--- src/hw/rtl/alhc_pkg.sv ---
`default_nettype none

package alhc_pkg;

    localparam int LEVEL_W = 8;
    localparam int CONF_W  = 10;
    localparam int HOLD_W  = 14;
    localparam int PHASE_W = 3;
    localparam int ADDR_W  = 5;
    localparam int DATA_W  = 32;

    typedef enum logic [PHASE_W-1:0] {
        PH_IDLE     = 3'd0,
        PH_PARK_ON  = 3'd1,
        PH_BEAM_ON  = 3'd2,
        PH_BEAM_OFF = 3'd3,
        PH_PARK_OFF = 3'd4,
        PH_LOCK     = 3'd5
    } t_phase;

    typedef enum logic [2:0] {
        REG_PARK_ON   = 3'd0,
        REG_PARK_OFF  = 3'd1,
        REG_BEAM_ON   = 3'd2,
        REG_BEAM_OFF  = 3'd3,
        REG_ON_COUNT  = 3'd4,
        REG_OFF_COUNT = 3'd5,
        REG_HOLD      = 3'd6
    } t_reg_idx;

    localparam logic [LEVEL_W-1:0] RST_PARK_ON   = 8'd150;
    localparam logic [LEVEL_W-1:0] RST_PARK_OFF  = 8'd48;
    localparam logic [LEVEL_W-1:0] RST_BEAM_ON   = 8'd200;
    localparam logic [LEVEL_W-1:0] RST_BEAM_OFF  = 8'd50;
    localparam logic [CONF_W-1:0]  RST_ON_COUNT  = 10'd236;
    localparam logic [CONF_W-1:0]  RST_OFF_COUNT = 10'd436;
    localparam logic [HOLD_W-1:0]  RST_HOLD      = 14'd10001;

    localparam logic [LEVEL_W-1:0] GUARD_PARK_ON  = 8'd140;
    localparam logic [LEVEL_W-1:0] GUARD_BEAM_ON  = 8'd190;
    localparam logic [LEVEL_W-1:0] GUARD_BEAM_OFF = 8'd60;
    localparam logic [LEVEL_W-1:0] GUARD_PARK_OFF = 8'd48;

endpackage

`default_nettype wire

--- src/hw/rtl/alhc_in_if.sv ---
`default_nettype none

interface alhc_in_if;
    logic                          valid;
    logic                          ready;
    logic [alhc_pkg::LEVEL_W-1:0]  light_level;
    logic                          ignition_on;
    logic                          lock_request;

    modport source (output valid, output light_level, output ignition_on,
                    output lock_request, input ready);
    modport sink   (input valid, input light_level, input ignition_on,
                    input lock_request, output ready);
endinterface

`default_nettype wire

--- src/hw/rtl/alhc_out_if.sv ---
`default_nettype none

interface alhc_out_if;
    logic                          valid;
    logic                          ready;
    logic                          park_light;
    logic                          low_beam;
    logic [alhc_pkg::PHASE_W-1:0]  phase;

    modport source (output valid, output park_light, output low_beam,
                    output phase, input ready);
    modport sink   (input valid, input park_light, input low_beam,
                    input phase, output ready);
endinterface

`default_nettype wire

--- src/hw/rtl/auto_light_hysteresis_controller.sv ---
// Automatic lamp controller. Each sample transfer (darkness level, ignition,
// lock button) yields exactly one result transfer with the lamp drives and the
// current phase after that sample. A sample is registered, evaluated by one
// pass of compare and count logic and written to the result register. One
// sample is taken per clock while results are accepted; a stalled output
// holds both registers, so a sample is taken only into an empty input stage.
// The user must write thresholds and counts over the APB port only while no
// sample is in flight; the block does not enforce it. pready is always high.
`default_nettype none

module auto_light_hysteresis_controller #(
    parameter int COUNT_BITS = 14
) (
    input  wire                             i_clk,
    input  wire                             i_rst_n,
    alhc_in_if.sink                         i_sample,
    alhc_out_if.source                      o_result,
    input  wire                             psel,
    input  wire                             penable,
    input  wire                             pwrite,
    input  wire [alhc_pkg::ADDR_W-1:0]      paddr,
    input  wire [alhc_pkg::DATA_W-1:0]      pwdata,
    output logic [alhc_pkg::DATA_W-1:0]     prdata,
    output logic                            pready
);
    import alhc_pkg::*;

    localparam int CMP_W = (COUNT_BITS > HOLD_W) ? COUNT_BITS : HOLD_W;
    localparam logic [COUNT_BITS-1:0] COUNT_MAX = {COUNT_BITS{1'b1}};

    // configuration
    logic [LEVEL_W-1:0] r_park_on, r_park_off, r_beam_on, r_beam_off;
    logic [CONF_W-1:0]  r_on_cnt, r_off_cnt;
    logic [HOLD_W-1:0]  r_hold;

    // input stage
    logic               r_in_valid;
    logic [LEVEL_W-1:0] r_in_level;
    logic               r_in_ign;
    logic               r_in_lock;

    // state
    t_phase                r_phase, n_phase;
    logic [COUNT_BITS-1:0] r_count, n_count;
    logic                  r_park, n_park;
    logic                  r_beam, n_beam;

    // result stage
    logic               r_out_valid;
    logic               r_out_park;
    logic               r_out_beam;
    logic [PHASE_W-1:0] r_out_phase;

    logic                  advance;
    logic                  step;
    logic                  wr_en;
    logic [CONF_W-1:0]     on_n, off_n;
    logic [HOLD_W-1:0]     hold_n;
    logic                  guard_ok;
    logic [HOLD_W-1:0]     run_target;
    logic [COUNT_BITS-1:0] cnt_inc;
    logic                  run_done;
    logic                  hold_done;

    assign advance        = !r_out_valid || o_result.ready;
    assign step           = r_in_valid && advance;
    assign i_sample.ready = !r_in_valid || advance;

    assign o_result.valid      = r_out_valid;
    assign o_result.park_light = r_out_park;
    assign o_result.low_beam   = r_out_beam;
    assign o_result.phase      = r_out_phase;

    // APB
    assign pready = 1'b1;
    assign wr_en  = psel && penable && pwrite;

    always_comb begin
        prdata = '0;
        case (paddr[4:2])
            REG_PARK_ON:   prdata = DATA_W'(r_park_on);
            REG_PARK_OFF:  prdata = DATA_W'(r_park_off);
            REG_BEAM_ON:   prdata = DATA_W'(r_beam_on);
            REG_BEAM_OFF:  prdata = DATA_W'(r_beam_off);
            REG_ON_COUNT:  prdata = DATA_W'(r_on_cnt);
            REG_OFF_COUNT: prdata = DATA_W'(r_off_cnt);
            REG_HOLD:      prdata = DATA_W'(r_hold);
            default:       prdata = '0;
        endcase
    end

    always_ff @(posedge i_clk) begin
        if (!i_rst_n) begin
            r_park_on  <= RST_PARK_ON;
            r_park_off <= RST_PARK_OFF;
            r_beam_on  <= RST_BEAM_ON;
            r_beam_off <= RST_BEAM_OFF;
            r_on_cnt   <= RST_ON_COUNT;
            r_off_cnt  <= RST_OFF_COUNT;
            r_hold     <= RST_HOLD;
        end else if (wr_en) begin
            case (paddr[4:2])
                REG_PARK_ON:   r_park_on  <= pwdata[LEVEL_W-1:0];
                REG_PARK_OFF:  r_park_off <= pwdata[LEVEL_W-1:0];
                REG_BEAM_ON:   r_beam_on  <= pwdata[LEVEL_W-1:0];
                REG_BEAM_OFF:  r_beam_off <= pwdata[LEVEL_W-1:0];
                REG_ON_COUNT:  r_on_cnt   <= pwdata[CONF_W-1:0];
                REG_OFF_COUNT: r_off_cnt  <= pwdata[CONF_W-1:0];
                REG_HOLD:      r_hold     <= pwdata[HOLD_W-1:0];
                default: ;
            endcase
        end
    end

    // zero counts act as one
    assign on_n   = (r_on_cnt == '0) ? CONF_W'(1) : r_on_cnt;
    assign off_n  = (r_off_cnt == '0) ? CONF_W'(1) : r_off_cnt;
    assign hold_n = (r_hold == '0) ? HOLD_W'(1) : r_hold;

    assign cnt_inc = (r_count == COUNT_MAX) ? r_count : r_count + 1'b1;

    always_comb begin
        guard_ok   = 1'b0;
        run_target = HOLD_W'(on_n);
        case (r_phase)
            PH_PARK_ON: begin
                guard_ok   = r_in_level >= GUARD_PARK_ON;
                run_target = HOLD_W'(on_n);
            end
            PH_BEAM_ON: begin
                guard_ok   = r_in_level >= GUARD_BEAM_ON;
                run_target = HOLD_W'(on_n);
            end
            PH_BEAM_OFF: begin
                guard_ok   = r_in_level <= GUARD_BEAM_OFF;
                run_target = HOLD_W'(off_n);
            end
            PH_PARK_OFF: begin
                guard_ok   = r_in_level <= GUARD_PARK_OFF;
                run_target = HOLD_W'(off_n);
            end
            default: begin
                guard_ok   = 1'b0;
                run_target = HOLD_W'(on_n);
            end
        endcase
    end

    assign run_done  = (CMP_W'(cnt_inc) >= CMP_W'(run_target)) || (cnt_inc == COUNT_MAX);
    assign hold_done = (CMP_W'(cnt_inc) >= CMP_W'(hold_n)) || (cnt_inc == COUNT_MAX);

    always_comb begin
        n_phase = r_phase;
        n_count = r_count;
        n_park  = r_park;
        n_beam  = r_beam;
        case (r_phase)
            PH_PARK_ON, PH_BEAM_ON, PH_BEAM_OFF, PH_PARK_OFF: begin
                if (!r_in_ign || !guard_ok) begin
                    n_phase = PH_IDLE;
                end else begin
                    n_count = cnt_inc;
                    if (run_done) begin
                        n_phase = PH_IDLE;
                        case (r_phase)
                            PH_PARK_ON: begin
                                if (r_in_level > r_beam_on) n_beam = 1'b1;
                                if (r_in_level > r_park_on) n_park = 1'b1;
                            end
                            PH_BEAM_ON: begin
                                if (r_in_level > r_beam_on) n_beam = 1'b1;
                            end
                            PH_BEAM_OFF: begin
                                if (r_in_level < r_beam_off) n_beam = 1'b0;
                            end
                            default: begin
                                if (r_in_level < r_park_off) n_park = 1'b0;
                            end
                        endcase
                    end
                end
            end
            PH_LOCK: begin
                if (r_in_ign) begin
                    n_park  = 1'b0;
                    n_beam  = 1'b0;
                    n_phase = PH_IDLE;
                end else begin
                    n_count = cnt_inc;
                    if (hold_done) begin
                        n_park  = 1'b0;
                        n_beam  = 1'b0;
                        n_phase = PH_IDLE;
                    end
                end
            end
            default: begin
                n_phase = PH_IDLE;
                if (r_in_ign) begin
                    n_count = '0;
                    if (r_in_level > r_park_on && !r_park) begin
                        n_phase = PH_PARK_ON;
                    end else if (r_in_level > r_beam_on && !r_beam) begin
                        n_phase = PH_BEAM_ON;
                    end else if (r_in_level < r_beam_off && r_beam) begin
                        n_phase = PH_BEAM_OFF;
                    end else if (r_in_level < r_park_off && r_park) begin
                        n_phase = PH_PARK_OFF;
                    end
                end else if (r_in_lock && r_in_level > r_park_on) begin
                    n_park  = 1'b1;
                    n_beam  = 1'b1;
                    n_phase = PH_LOCK;
                    n_count = '0;
                end
            end
        endcase
    end

    always_ff @(posedge i_clk) begin
        if (!i_rst_n) begin
            r_in_valid  <= 1'b0;
            r_out_valid <= 1'b0;
            r_phase     <= PH_IDLE;
            r_count     <= '0;
            r_park      <= 1'b0;
            r_beam      <= 1'b0;
        end else begin
            if (i_sample.ready) begin
                r_in_valid <= i_sample.valid;
            end
            if (advance) begin
                r_out_valid <= r_in_valid;
            end
            if (step) begin
                r_phase <= n_phase;
                r_count <= n_count;
                r_park  <= n_park;
                r_beam  <= n_beam;
            end
        end
    end

    always_ff @(posedge i_clk) begin
        if (i_sample.valid && i_sample.ready) begin
            r_in_level <= i_sample.light_level;
            r_in_ign   <= i_sample.ignition_on;
            r_in_lock  <= i_sample.lock_request;
        end
        if (step) begin
            r_out_park  <= n_park;
            r_out_beam  <= n_beam;
            r_out_phase <= n_phase;
        end
    end

endmodule

`default_nettype wire

--- src/flat_wrapper.sv ---
// flat-port wrapper written by rule: the top's interface ports become plain ports
module auto_light_hysteresis_controller_flat import alhc_pkg::*;
#(
    parameter int COUNT_BITS = 14
)
  (i_clk, i_rst_n, psel, penable, pwrite, paddr, pwdata, prdata, pready, i_sample_valid, i_sample_light_level, i_sample_ignition_on, i_sample_lock_request, i_sample_ready, o_result_valid, o_result_park_light, o_result_low_beam, o_result_phase, o_result_ready);
  alhc_in_if i_sample_i ();
  alhc_out_if o_result_i ();
  input  wire i_clk;
  input  wire i_rst_n;
  input  wire psel;
  input  wire penable;
  input  wire pwrite;
  input  wire [alhc_pkg::ADDR_W-1:0] paddr;
  input  wire [alhc_pkg::DATA_W-1:0] pwdata;
  output logic [alhc_pkg::DATA_W-1:0] prdata;
  output logic pready;
  input wire logic [$bits(i_sample_i.valid)-1:0] i_sample_valid;
  input wire logic [$bits(i_sample_i.light_level)-1:0] i_sample_light_level;
  input wire logic [$bits(i_sample_i.ignition_on)-1:0] i_sample_ignition_on;
  input wire logic [$bits(i_sample_i.lock_request)-1:0] i_sample_lock_request;
  output wire logic [$bits(i_sample_i.ready)-1:0] i_sample_ready;
  output wire logic [$bits(o_result_i.valid)-1:0] o_result_valid;
  output wire logic [$bits(o_result_i.park_light)-1:0] o_result_park_light;
  output wire logic [$bits(o_result_i.low_beam)-1:0] o_result_low_beam;
  output wire logic [$bits(o_result_i.phase)-1:0] o_result_phase;
  input wire logic [$bits(o_result_i.ready)-1:0] o_result_ready;
  assign i_sample_i.valid = i_sample_valid;
  assign i_sample_i.light_level = i_sample_light_level;
  assign i_sample_i.ignition_on = i_sample_ignition_on;
  assign i_sample_i.lock_request = i_sample_lock_request;
  assign i_sample_ready = i_sample_i.ready;
  assign o_result_valid = o_result_i.valid;
  assign o_result_park_light = o_result_i.park_light;
  assign o_result_low_beam = o_result_i.low_beam;
  assign o_result_phase = o_result_i.phase;
  assign o_result_i.ready = o_result_ready;
  auto_light_hysteresis_controller #(.COUNT_BITS(COUNT_BITS)) u_core (.i_clk(i_clk), .i_rst_n(i_rst_n), .i_sample(i_sample_i), .o_result(o_result_i), .psel(psel), .penable(penable), .pwrite(pwrite), .paddr(paddr), .pwdata(pwdata), .prdata(prdata), .pready(pready));
endmodule
--- config.mk ---
export PLATFORM = sky130hd
export DESIGN_NAME = auto_light_hysteresis_controller_flat
export DESIGN_NICKNAME = d
export VERILOG_FILES = /design/src/hw/rtl/alhc_pkg.sv /design/src/hw/rtl/alhc_in_if.sv /design/src/hw/rtl/alhc_out_if.sv /design/src/hw/rtl/auto_light_hysteresis_controller.sv /design/src/flat_wrapper.sv
export SDC_FILE = /design/constraint.sdc
export NUM_CORES = 1
export LEC_CHECK = 0
export BUFFER_PORTS_ARGS = -buffer_cell sky130_fd_sc_hd__buf_2
export CAP_MARGIN = 20
export CORE_MARGIN = 2
export CORE_UTILIZATION = 59
export DETAILED_ROUTE_END_ITERATION = 10
export PLACE_DENSITY_LB_ADDON = 0.12
export SETUP_SLACK_MARGIN = 0.5
export SLEW_MARGIN = 20
export SYNTH_ARGS = -nofsm -noshare
export SYNTH_HDL_FRONTEND = slang
export SYNTH_SLANG_ARGS = --single-unit
--- constraint.sdc ---
create_clock -name i_clk -period 4.7 [get_ports i_clk]
set_input_delay 0.47 -clock i_clk [delete_from_list [all_inputs] [get_ports i_clk]]
set_output_delay 0.47 -clock i_clk [all_outputs]
set_load 0.02 [all_outputs]
# == After elaboration in Yosys (flattened, before gate mapping) ==
# Index checks and enable logic that the tools add are counted.
# word_totals
inputBits,54
output_inout_bits,40
ff_bits,102
# classes
reduce_logical,37
n_lt_le_gt_ge,10
eq_ne,15
muxes,43
add_sub_neg,1
# op_table
operator,count
14-bit case mux with 7 select lines,1
14-bit 2-to-1 mux,6
10-bit 2-to-1 mux,3
3-bit 2-to-1 mux,10
14-bit == test (second input constant),2
14-bit case mux with 2 select lines,1
10-bit logical NOT,2
8-bit greater-or-equal comparator (second input constant),2
8-bit > comparator,2
8-bit by 6-bit less-or-equal comparator with 1-bit output (second input constant),2
8-bit < comparator,2
1-bit 2-to-1 mux,16
3-bit == test (second input constant),5
14-bit by 1-bit adder with 14-bit output (second input constant),1
14-bit by 10-bit greater-or-equal comparator with 1-bit output,1
14-bit greater-or-equal comparator,1
14-bit logical NOT,1
2-bit AND reduction,7
3-bit by 2-bit == test with 1-bit output (second input constant),4
1-bit logical AND,9
1-bit case mux with 2 select lines,4
3-bit by 1-bit == test with 1-bit output (second input constant),2
1-bit logical NOT,6
3-bit case mux with 2 select lines,1
other kinds (8),15

# == Logic depth before layout (Yosys ltp) ==
# depth
depth_word,8
depth_mapped,15
mapped_depth_nobuf,14

# == Worst setup path after synthesis ==
# OpenSTA, ideal clock, no wires.
# synth_path
path_type,reg2reg
startpoint,reg u_core.r_count[1]
endpoint,"reg u_core.r_out_beam, in the netlist u_core.o_result.low_beam (data pin)"
path_buffers,1
path_stages_with_launch,14
required_ns,4.444
path_slack_ns,1.094
setup_ns,0.256
t_arrival_ns,3.350
cell_sequence,dfxtp_1 -> ha_1 -> clkbuf_2 -> nand4_1 -> nor4_4 -> mux2_2 -> ha_1 -> a2111oi_0 -> nor3_1 -> nor4b_1 -> a21boi_1 -> mux2i_1 -> a32oi_1 -> nand2_1
# synth_between
elab_chain_cells,7
word_cells_on_any_way,13
cone_classes,1 x add/sub; 2 x order compare; 2 x eq/ne; 6 x mux; 2 x reduce/logical
# synth_rtl
item,line_no,text
"start, declared",auto_light_hysteresis_controller.sv:44,"logic [COUNT_BITS-1:0] r_count, n_count;"
"start signal, assigned",auto_light_hysteresis_controller.sv:237,r_count <= n_count;
14-bit by 1-bit adder with 14-bit output or 14-bit == test (tied branches),auto_light_hysteresis_controller.sv:120,assign cnt_inc = (r_count == COUNT_MAX) ? r_count : r_count + 1'b1;
14-bit 2-to-1 mux (*),auto_light_hysteresis_controller.sv:120,
14-bit greater-or-equal comparator (tied with other cells),auto_light_hysteresis_controller.sv:150,assign hold_done = (CMP_W'(cnt_inc) >= CMP_W'(hold_n)) || (cnt_inc == COUNT_MAX);
1-bit logical OR (on tied branches),"auto_light_hysteresis_controller.sv:150, auto_light_hysteresis_controller.sv:149",
1-bit 2-to-1 mux (on tied branches),"auto_light_hysteresis_controller.sv:190, auto_light_hysteresis_controller.sv:163",
1-bit 2-to-1 mux (on tied branches),"auto_light_hysteresis_controller.sv:184, auto_light_hysteresis_controller.sv:159",
1-bit case mux with 2 select lines (*),auto_light_hysteresis_controller.sv:157,case (r_phase)
named net u_core.n_beam,auto_light_hysteresis_controller.sv:46,"logic r_beam, n_beam;"
"end signal, assigned",auto_light_hysteresis_controller.sv:252,r_out_beam <= n_beam;
"end, declared",auto_light_hysteresis_controller.sv:51,logic r_out_beam;
# Mark *: on every way through the listed nets, which the timed path passes. The rest lies on a longest branch.
# A chain may end at the register's enable or synchronous reset.

# == Worst setup path in the final report ==
# Ends and elaborated chain as after synthesis.

==> metrics.md <==
| Metric | Value |
|---|---|
| Top FF cell, synth | dfxtp_1 |
| Site Rows | 39 |
| Clock share of power | 38.4% |
| TritonCTS clock tree | done |
| Synth Area in Adders | 9.91% |
| Clock Tree Root | clkbuf_16 |
| Core ar. | 11,500 um2 |
| Worst-path fanout max | 8 |
| Hold slack final | 0.278 ns |
| Clock Skew | 0.0111 ns |
| Syn avg cell area | 8.06 um2 |
| Yosys reg bits | 102 |
| Synth area leaders | dfxtp_1 (25%), ha_1 (9.9%), nand2_1 (8.2%) |
| Worst-margin pin slew | 1.07 ns |
| Slew margin rel. | 28.6% |
| Slew Viols, Final | 0 |
| Via-to-Cell Ratio | 6.19 |
| Async S/R FF share, synth | 0% |
| WHS Endpoint | u_core.r_in_level[5]$_DFFE_PP_ |
| Post-Route WL | 19,000 um |
| Crit path kind | flop to flop |
| Clock buffer depth | 2 |
| Post-synthesis sequential area ratio | 31.6% |
| Min-delay src | i_sample_light_level[5] |
| Die height | 113 um |
| Initial Util | 60.6% |
| # Max-Cap Violations | 0 |
| DRC viols | 0 |
| PwrDens | 259 nW/um2 |
| Sequential share of power | 47.9% |
| Final setup fails | 0 |
| Most common cell after layout, fill and taps aside | nand2_1 |
| R2R setup slack | 0.70 ns |
| Worst r2r src | u_core.r_count[1]$_SDFFE_PN0P_ |
| GR Overflow Total | 0 |
| Fraction of layout cells with a size suffix above 1 | 11.3% |
| Antenna cells | 0 |
| Status | finished clean |
| Post-synthesis mux area share | 5.31% |
| Antenna Nets Post-Route | 0 |
| Startpoint Class | flop |
| Sequential Area | 2190 um2 |
| Post-synthesis cell type count | 74 |
| DIE AREA | 12,700 um2 |
| P_sw | 0.535 mW |
| Area of the multi-input gates | 4280 um2 |
| Commonest cells after routing, fill and taps aside | nand2_1 (151), dfxtp_1 (86), inv_1 (58) |
| Yosys warning count | 0 |
| Total CTS buffers | 9 |
| Leakage power | 3.16 nW |
| Pin count of the biggest net entering global routing | 90 |
| Clk sink count | 102 |
| DRT iter0 DRCs | 530 |
| Post-DP HPWL | 13,900 um |
| Post-Synth XOR/XNOR Area | 0.738% |
| Vias in the first global route | 6,128 |
| Period minus WS final | 4.00 ns |
| Worst-path clk slew | 0.07 ns |
| Number of flops mapped to enable cells by yosys | 15 |
| RSZ-0062 raised after global routing | no |
| CP Data Required Time | 4.81 ns |
| IO Count | 94 |
| Total Power | 1.95 mW |
| Post-Syn Area | 6950 um2 |
| RePlAce Congestion | 0.944 |
| Max Freq | 0.250 GHz |
| Synth Area in Compound Gates | 21.3% |
| GRT Util Overall | 30.7% |
| Type of the most critical hold path | primary input to flop |
| Skew-Pair Late Insertion Delay | 0.36 ns |
| RR Endpoint | u_core.o_result.low_beam$_DFFE_PP_ |
| Post-synth top area share | 25.1% |
| R2r worst-path depth | 14 |
| Wire per inst | 18.3 um |
| Hold Crit Depth | 1 |
| Switching Fraction | 27.5% |
| Die X | 113 um |
| Comb pwr share | 13.7% |
| Max H-tree Level | 3 |
| Setup WS pre-CTS | 0.464 ns |
| Simple-Gate Fraction of Synth Area | 23.1% |
| First drt pass iteration count | 5 |
| Final worst setup slack | 0.702 ns |
| Port bufs | 54 |
| TNS Setup | 0 ns |
| Fillcell total | 998 |
| Worst vdd ir | 0.269 mV |
| Crit. End Element | flop |
| Syn Inst Count | 862 |
| Final core occ | 65.6% |
| Area leader, netlist | dfxtp_1 |
| Initial antenna violation count | 0 |
| Internal | 1.41 mW |
| Largest family of logic cells by synthesized area | simple AND/OR/NAND/NOR gates |
| First-pass GRT wire length | 30,900 um |
| Area added between synthesis and finish | 8.23% |
| Fin nets | 1,000 |
| Fin crit share | 85.1% |
| Via Count | 6,435 |
| Final hold violation count | 0 |
| Worst Path Arrival | 4.11 ns |
-- sequential cells by signal, summed over array words and instances, names as in the netlist, 10 cells and up --
name / cells
u_core.r_off_cnt: 10
u_core.r_hold: 14
u_core.r_count: 14
u_core.r_on_cnt: 10
-- power groups by stage --
stage | logic [mW] | registers, mW | clock network [mW]
final | 0.266 | 0.932 | 0.748
after global routing | 0.291 | 0.934 | 0.796
after CTS | 0.262 | 0.931 | 0.763
after detailed placement | 0.260 | 0.951 | 0
after global placement | 0.252 | 0.950 | 0
after floorplan | 0.195 | 0.943 | 0
-- routing by layer --
metal | part of all wire [%] | track usage [%] | vias up
met4 | 3.5 | 13.6 | 0
met3 | 7.0 | 5.62 | 51
li1 | - | - | 3104
met1 | 42 | 38.8 | 3003
met2 | 48 | 51.4 | 277
met5 | 0 | 0 | -
-- cells by family after synthesis --
kind of cell / after synthesis
simple gates: 331
compound gates: 209
buf+inv: 123
mux: 35
fa+ha+maj: 55
xor+xnor: 5
flops: 102
other cells: 2
-- cells in the mapped netlist (all sizes together) (12+ instances only) --
cell type	instances
buf	31
nor2	40
a21oi	28
o21ai	30
a21boi	48
inv	59
nand4	12
mux2i	29
nand3	35
clkbuf	33
ha	55
nand2	151
dfxtp	87
nor2b	22
edfxtp	15
o211ai	27
-- worst max-delay path: stages, from the launching register on --
cell and delay, ns:
dfxtp_2 0.41, ha_2 0.29, nand4_1 0.23, nor4_4 0.40
buf_4 0.19, mux2_2 0.37, ha_1 0.31, a2111oi_1 0.39
nor3_1 0.11, nor4b_2 0.26, buf_4 0.17, a21boi_1 0.11
mux2i_1 0.20, a32oi_1 0.23, nand2_1 0.08
-- through the flow --
stage	instance area [um2]	instances
4_1_cts	7470	1035
3_5_place_dp	7180	1019
5_1_grt	7520	1039
6_report	7520	1039
2_1_floorplan	7010	879
3_3_place_gp	7180	1019
-- worst max path at each step --
| stage | start | to | slack [ns] | depth (start not counted) |
|---|---|---|---|---|
| after floorplan | u_core.r_count[1]$_SDFFE_PN0P_ | u_core.o_result.low_beam$_DFFE_PP_ | 1.09 | 13 |
| after global placement | u_core.r_count[1]$_SDFFE_PN0P_ | u_core.o_result.low_beam$_DFFE_PP_ | 0.52 | 14 |
| after detailed placement | u_core.r_count[1]$_SDFFE_PN0P_ | u_core.o_result.low_beam$_DFFE_PP_ | 0.46 | 14 |
| after CTS | u_core.r_count[1]$_SDFFE_PN0P_ | u_core.o_result.low_beam$_DFFE_PP_ | 0.55 | 14 |
| after global routing | u_core.r_count[1]$_SDFFE_PN0P_ | u_core.o_result.phase[0]$_DFFE_PP_ | 0.51 | 12 |
| final | u_core.r_count[1]$_SDFFE_PN0P_ | u_core.o_result.low_beam$_DFFE_PP_ | 0.70 | 14 |
-- area by class of cell --
| cell class | count | share of cell area [%] |
|---|---|---|
| repair buffers | 65 | 4.69 |
| clock inverters | 3 | 0.300 |
| inverters | 59 | 2.95 |
| clock buffers | 13 | 3.61 |
| flip-flops and latches | 102 | 29.2 |
| well taps | 143 | 2.38 |
| multi-input cells | 654 | 56.9 |
-- what timing repair did --
item | in CTS | in global routing
pin swaps | 1 | 1
buffers inserted | 0 | 4
endpoints found under the setup margin | 3 | 10
gates resized for setup | 0 | 4
hold buffers | 0 | 0
No activity file was read; power rests on OpenSTA's default activity.
